===== config.mk =====
export PLATFORM = sky130hd
export DESIGN_NAME = stable_sorted_priority_queue
export DESIGN_NICKNAME = d
export VERILOG_FILES = /design/src/design/ssq_pkg.sv /design/src/design/ssq_cell.sv /design/src/design/stable_sorted_priority_queue.sv
export SDC_FILE = /design/constraint.sdc
export NUM_CORES = 2
export LEC_CHECK = 0
export ABC_AREA = 0
export BUFFER_PORTS_ARGS = -buffer_cell sky130_fd_sc_hd__clkbuf_2
export CORE_MARGIN = 5
export CORE_UTILIZATION = 40
export CTS_BUF_LIST = sky130_fd_sc_hd__clkbuf_4
export CTS_CLUSTER_DIAMETER = 60
export DETAILED_ROUTE_END_ITERATION = 10
export SYNTH_ARGS = -nofsm -noshare
export SYNTH_HDL_FRONTEND = slang
export SYNTH_SLANG_ARGS = --single-unit

===== constraint.sdc =====
create_clock -name clock -period 11.7 [get_ports clock]
set_input_delay 0.585 -clock clock [delete_from_list [all_inputs] [get_ports clock]]
set_output_delay 0.585 -clock clock [all_outputs]
set_load 0.01 [all_outputs]

===== src/design/ssq_pkg.sv =====
package ssq_pkg;

   // Number of cells in the chain, i.e. the queue capacity.
   localparam int DEPTH = 16;
   localparam int CNT_W = $clog2(DEPTH + 1);
   localparam int DATA_W = 32;
   localparam int OCC_W = 5;

   typedef enum logic [1:0] {
      CMD_ENQ = 2'd0,
      CMD_DEQ = 2'd1,
      CMD_CLR = 2'd2
   } cmd_type;

   // Per-cycle command broadcast to every cell.
   typedef struct packed {
      logic enq;   // insert the broadcast word, queue not full
      logic deq;   // shift toward the head, queue not empty
   } ssq_ctl_type;

endpackage


===== src/design/ssq_cell.sv =====
module ssq_cell
   import ssq_pkg::*;
(
   input  logic                     clock,
   input  ssq_ctl_type              ctl,
   input  logic signed [DATA_W-1:0] new_key,
   input  logic signed [DATA_W-1:0] new_value,
   input  logic                     occupied,
   input  logic                     left_keep,
   input  logic signed [DATA_W-1:0] left_key,
   input  logic signed [DATA_W-1:0] left_value,
   input  logic signed [DATA_W-1:0] right_key,
   input  logic signed [DATA_W-1:0] right_value,
   output logic                     keep,
   output logic signed [DATA_W-1:0] key,
   output logic signed [DATA_W-1:0] value
);

   logic signed [DATA_W-1:0] key_ff, key_in;
   logic signed [DATA_W-1:0] value_ff, value_in;

   // Stay in place when this entry sorts at or ahead of the new key.
   assign keep = occupied && (key_ff <= new_key);

   always_comb begin
      key_in   = key_ff;
      value_in = value_ff;
      if (ctl.enq && !keep) begin
         if (left_keep) begin
            key_in   = new_key;
            value_in = new_value;
         end else begin
            key_in   = left_key;
            value_in = left_value;
         end
      end else if (ctl.deq) begin
         key_in   = right_key;
         value_in = right_value;
      end
   end

   always_ff @(posedge clock) begin
      key_ff   <= key_in;
      value_ff <= value_in;
   end

   assign key   = key_ff;
   assign value = value_ff;

endmodule


===== src/design/stable_sorted_priority_queue.sv =====
// A result word appears in the cycle after its request word is taken.
// Throughput: one request word per cycle unless stalled by a held result;
// every cell decides its move locally from its own compare and its left neighbor's.
// Reset: synchronous, active high; clears the entry count and the result valid.
// Cell contents are not reset; cells beyond the count are never read.
module stable_sorted_priority_queue
   import ssq_pkg::*;
(
   input  logic                     clock,
   input  logic                     reset,
   input  logic                     req_valid,
   output logic                     req_stall,
   input  logic [1:0]               req_cmd,
   input  logic signed [DATA_W-1:0] req_item_value,
   input  logic signed [DATA_W-1:0] req_item_key,
   output logic                     rsp_valid,
   input  logic                     rsp_stall,
   output logic signed [DATA_W-1:0] rsp_out_value,
   output logic                     rsp_out_valid,
   output logic                     rsp_empty_error,
   output logic                     rsp_full_drop,
   output logic                     rsp_now_empty,
   output logic [OCC_W-1:0]         rsp_occupancy
);

   // Entry count; cell i holds a live entry when i < count.
   logic [CNT_W-1:0] count_ff, count_in;

   // Result register, parts the request side from the result side.
   logic                     rsp_valid_ff, rsp_valid_in;
   logic signed [DATA_W-1:0] out_value_ff, out_value_in;
   logic                     out_valid_ff, out_valid_in;
   logic                     empty_error_ff, empty_error_in;
   logic                     full_drop_ff, full_drop_in;
   logic                     now_empty_ff, now_empty_in;
   logic [OCC_W-1:0]         occupancy_ff, occupancy_in;

   logic        req_fire;
   logic        is_full;
   logic        is_empty;
   ssq_ctl_type ctl;

   logic signed [DATA_W-1:0] key_vec   [DEPTH];
   logic signed [DATA_W-1:0] value_vec [DEPTH];
   logic [DEPTH-1:0]         keep_vec;

   // Take a new word whenever the result register is free or draining.
   assign req_stall = rsp_valid_ff && rsp_stall;
   assign req_fire  = req_valid && !req_stall;

   assign is_full  = (count_ff == CNT_W'(DEPTH));
   assign is_empty = (count_ff == '0);

   // Decode the command and work out the result for this word.
   always_comb begin
      ctl            = '0;
      count_in       = count_ff;
      out_value_in   = '0;
      out_valid_in   = 1'b0;
      empty_error_in = 1'b0;
      full_drop_in   = 1'b0;
      if (req_fire) begin
         unique case (req_cmd)
            CMD_ENQ: begin
               if (is_full) begin
                  full_drop_in = 1'b1;
               end else begin
                  ctl.enq  = 1'b1;
                  count_in = count_ff + 1'b1;
               end
            end
            CMD_DEQ: begin
               if (is_empty) begin
                  empty_error_in = 1'b1;
               end else begin
                  ctl.deq      = 1'b1;
                  out_value_in = value_vec[0];
                  out_valid_in = 1'b1;
                  count_in     = count_ff - 1'b1;
               end
            end
            CMD_CLR: begin
               count_in = '0;
            end
            default: begin
               // Unused code: no operation, no outcome flag set.
               count_in = count_ff;
            end
         endcase
      end
      now_empty_in = (count_in == '0);
      occupancy_in = OCC_W'(count_in);
   end

   // Hold the result until it is taken; load a new one with each word.
   always_comb begin
      rsp_valid_in = rsp_valid_ff;
      if (req_fire) begin
         rsp_valid_in = 1'b1;
      end else if (!rsp_stall) begin
         rsp_valid_in = 1'b0;
      end
   end

   // The chain: each cell holds one entry, sorted ascending from cell 0.
   // Enqueue: cells that keep their entry stay, the first other cell loads the
   // new word, the rest advance one place from their left neighbor.
   // Dequeue: every cell loads from its right neighbor.
   for (genvar i = 0; i < DEPTH; i++) begin : g_cell
      logic                     occupied;
      logic                     left_keep;
      logic signed [DATA_W-1:0] left_key;
      logic signed [DATA_W-1:0] left_value;
      logic signed [DATA_W-1:0] right_key;
      logic signed [DATA_W-1:0] right_value;

      assign occupied = (CNT_W'(i) < count_ff);

      if (i == 0) begin : g_head
         assign left_keep  = 1'b1;
         assign left_key   = '0;
         assign left_value = '0;
      end else begin : g_body
         assign left_keep  = keep_vec[i-1];
         assign left_key   = key_vec[i-1];
         assign left_value = value_vec[i-1];
      end

      if (i == DEPTH - 1) begin : g_tail
         assign right_key   = '0;
         assign right_value = '0;
      end else begin : g_inner
         assign right_key   = key_vec[i+1];
         assign right_value = value_vec[i+1];
      end

      ssq_cell u_cell (
         .clock       (clock),
         .ctl         (ctl),
         .new_key     (req_item_key),
         .new_value   (req_item_value),
         .occupied    (occupied),
         .left_keep   (left_keep),
         .left_key    (left_key),
         .left_value  (left_value),
         .right_key   (right_key),
         .right_value (right_value),
         .keep        (keep_vec[i]),
         .key         (key_vec[i]),
         .value       (value_vec[i])
      );
   end

   always_ff @(posedge clock) begin
      if (reset) begin
         count_ff     <= '0;
         rsp_valid_ff <= 1'b0;
      end else begin
         count_ff     <= count_in;
         rsp_valid_ff <= rsp_valid_in;
      end
      if (req_fire) begin
         out_value_ff   <= out_value_in;
         out_valid_ff   <= out_valid_in;
         empty_error_ff <= empty_error_in;
         full_drop_ff   <= full_drop_in;
         now_empty_ff   <= now_empty_in;
         occupancy_ff   <= occupancy_in;
      end
   end

   assign rsp_valid       = rsp_valid_ff;
   assign rsp_out_value   = out_value_ff;
   assign rsp_out_valid   = out_valid_ff;
   assign rsp_empty_error = empty_error_ff;
   assign rsp_full_drop   = full_drop_ff;
   assign rsp_now_empty   = now_empty_ff;
   assign rsp_occupancy   = occupancy_ff;

   // Count never exceeds the capacity.
   a_count_bound: assert property (@(posedge clock) disable iff (reset)
      count_ff <= CNT_W'(DEPTH))
      else $error("entry count above capacity");

   // Cells that keep their entry form a prefix of the chain (sorted order).
   a_keep_prefix: assert property (@(posedge clock) disable iff (reset)
      (keep_vec & (keep_vec + 1'b1)) == '0)
      else $error("keep flags not a prefix, chain out of order");

   // A successful dequeue lowers the count by exactly one.
   a_deq_count: assert property (@(posedge clock) disable iff (reset)
      ctl.deq |=> count_ff == $past(count_ff) - 1'b1)
      else $error("dequeue did not lower the count by one");

   // At most one outcome flag per result word.
   a_flags_onehot: assert property (@(posedge clock) disable iff (reset)
      rsp_valid_ff |-> $onehot0({out_valid_ff, empty_error_ff, full_drop_ff}))
      else $error("more than one outcome flag set");

endmodule


==> metrics.yaml <==
netlist_area_mm2: 0.0646
firstDrtPassIters: 9
synth_compound_area_frac: 0.135
slowest_stage: "nor4_1"
synth_xor_xnor_area_share: 0
fin_crit_sh: 0.519
skew_ps: 128
synth-async-reset-ratio: 0
fp.dieArea_mm2: 0.170
cts_max_level: 5
rows: 147
drt_iter0_drc: 5652
finalHoldViolations: 0
syn_to_final_growth_pct: 10.7
cts_buffer_depth: 4
max-vdd-ir-drop_uv: 112
grt_pass1_wl_um: 323000
synthFlopType: "edfxtp_1"
io_pins: 113
detail-route-antenna-nets: 0
ys_warn_count: 0
slew_violations: 0
slew_headroom: 0.0185
cp-end-kind: "flop"
fmax_mhz: 165
core_mm2: 0.161
synth_nets: 6805
grt_max_degree: 97
cts_sinks: 1071
gr-total-overflow: 0
cp_slowest_stage_delay_ps: 850
antenna_found_initial: 7
synth-seq-cells: 1071
path_max_fanout: 40
crit_start: "req_item_key[30]"
fin_tns_setup_ps: 0
cts_tree: "built"
clkTransAtPathRegs_ps: 60
yosysUniqueCellTypes: 74
drt-total-wl_um: 217000
status: "finished with violations"
critPathArrivalTime_ps: 6960
drc: 2
hp-class: "input pin to flop"
power.total_mw: 9.11
synth_edf_count: 1065
cts-buffers-inserted: 319
cap_viol_max_count: 1
viasPerCell: 5.84
crit_path_cell_trace: "dlygate4sd3_1 -> clkbuf_2 -> inv_1 -> ha_1 -> nand4_1 -> nor4_1 -> nor2_1 -> a21oi_1 -> a2111oi_2 -> o22ai_4 -> buf_4 -> nand2_4 -> nand2_4 -> buf_4"
gp_congestion: 0.909
groute.usage.overall: 0.250
avgSynthCellArea_um2: 10.4
crit_required_ps: 12590
worstSetupPathType: "input pin to flop"
wire_per_inst_um: 24.8
hpwl_um: 140000
cts_resized: 0
synthMuxAreaShare: 0.116
vias: 51200
violations: "design-rule violations, max-capacitance violations"
p_per_area_mw_per_mm2: 127
synthAdderAreaFrac: 0.0997
multiInputGateArea_mm2: 0.0306
finalSetupViolCount: 0
synth_top_family_by_area: "compound AO/OA/AOI/OAI gates"
synthSimpleGateAreaFrac: 0.116
worst_pin_slew_ps: 1460
min_period_ps: 6080
reg2reg_from: "g_cell[0].u_cell.key[7]$_DFFE_PP_"
cts_root_buffer: "clkbuf_4"
die_y_um: 412
ys_seq_area_frac: 0.497
num-nets-final: 6990
fillCellCount: 15300
io_buffer_count: 112
clkLatencyLatePin_ps: 1330
register_area_mm2: 0.0321
start_util: 0.402
netlist_instances: 6220
start_kind: "input pin"
hp-start: "reset"
power.leakage_nw: 30.4
drive_above_1_share: 0.118
grt_pass1_vias: 50900
grt_setup_unrepaired: "no"
die_x_um: 412
-- state kept, by name, indices dropped and copies added (netlist names) --
name and cells:
rsp_now_empty 1, rsp_empty_error 1, rsp_occupancy 5, g_cell.u_cell.value 512
rsp_out_valid 1, rsp_valid 1, rsp_out_value 32, count_ff 5
g_cell.u_cell.key 512, rsp_full_drop 1
-- cell usage after synthesis (22+ instances only) --
cell	n	area share
a21oi_1	874	0.068
mux2_1	30	0.0052
nor2b_1	22	0.0021
buf_2	120	0.0093
a31oi_1	198	0.019
ha_1	515	0.10
o21ai_1	42	0.0033
nand2_1	630	0.037
mux2i_1	676	0.10
inv_1	76	0.0044
o21ai_0	290	0.022
nand4_1	100	0.0097
clkbuf_1	244	0.014
nand3_1	52	0.0040
mux2_2	34	0.0059
a21o_1	58	0.0067
buf_4	26	0.0030
a211oi_1	25	0.0029
nor3_1	25	0.0019
edfxtp_1	1065	0.49
buf_6	23	0.0040
nor2_1	860	0.050
and2_1	41	0.0040
-- routing by layer --
metal	track usage	share of wire	up-vias
met5	0	0.0010	-
met4	0.103	0.040	6
met3	0.0618	0.098	502
met2	0.387	0.44	2450
met1	0.337	0.42	24700
li1	-	-	23500
-- power by group --
part / switching [mW] / internal, mW / leakage, nW
Clock: 1.71 / 1.78 / 2.19
Sequential: 0.109 / 4.43 / 9.86
Combinational: 0.730 / 0.357 / 18.3
Total: 2.55 / 6.56 / 30.4
-- cell families after synthesis --
kind of cell | after synthesis
AND/OR/NAND/NOR | 1803
AO/OA/AOI/OAI | 1582
flip-flops | 1071
multiplexers | 740
adder cells (fa/ha/maj) | 515
buffers and inverters | 509
-- worst paths after layout --
check             slack [ps]  cells past startpoint                              endpoint
setup / recovery        5620                     14  g_cell[0].u_cell.value[15]$_DFFE_PP_
hold / removal           160                      3                count_ff[4]$_SDFF_PP0_
setup reg to reg        5890                     11  g_cell[0].u_cell.value[15]$_DFFE_PP_
hold reg to reg          540                      1        rsp_out_value[4]$_SDFFCE_PN0P_
-- cell type report --
class	instances	area share
Inverter	76	0.00399
Sequential cell	1071	0.449
Clock buffer	438	0.0460
Antenna cell	11	0.000385
Clock inverter	70	0.00511
Multi-Input combinational cell	4640	0.428
Timing Repair Buffer	297	0.0300
Tap cell	2160	0.0378
-- timing repair --
action,CTS,global route
buffers inserted,0,0
hold buffers,77,0
endpoints found under the hold margin,932,0
-- placed cells by master, fill, tap and decap left out, drive strengths merged, types with 7 or more instances in the layout --
cell,n
and2,41
nand2,632
nor2b,22
ha,515
or4,9
a21boi,8
nor4,16
a211oi,26
and4,8
o211ai,17
dlygate4sd3,77
a21o,58
buf,108
nor3,26
nand4,100
and3,7
diode,11
mux2i,676
a31oi,201
edfxtp,1065
nand2b,14
o21ai,332
inv,80
o31ai,8
nand3,52
a21oi,875
mux2,64
nor2,861
clkbuf,550
clkinv,61
-- metrics by stage --
step                cells  worst slack, ps  hold slack, ps  instance area (um2)  utilization
finish               8763             5620             164                71500        0.445
global route         8759             5490            88.7                71500        0.445
CTS                  8752             5660            9.73                71500        0.445
detailed placement   8167             4850             543                67100        0.418
global placement     8167             5000             535                67100        0.418
floorplan            6220             3800             520                64600            -
-- critical path, delay by kind of cell --
family | cells | cell delay, ps
buffers and inverters | 5 | 2920
AOI/OAI and AO/OA | 3 | 530
adders and majority gates | 1 | 500
and+or+nand+nor | 5 | 2310
(Power assumes the default switching activity.)
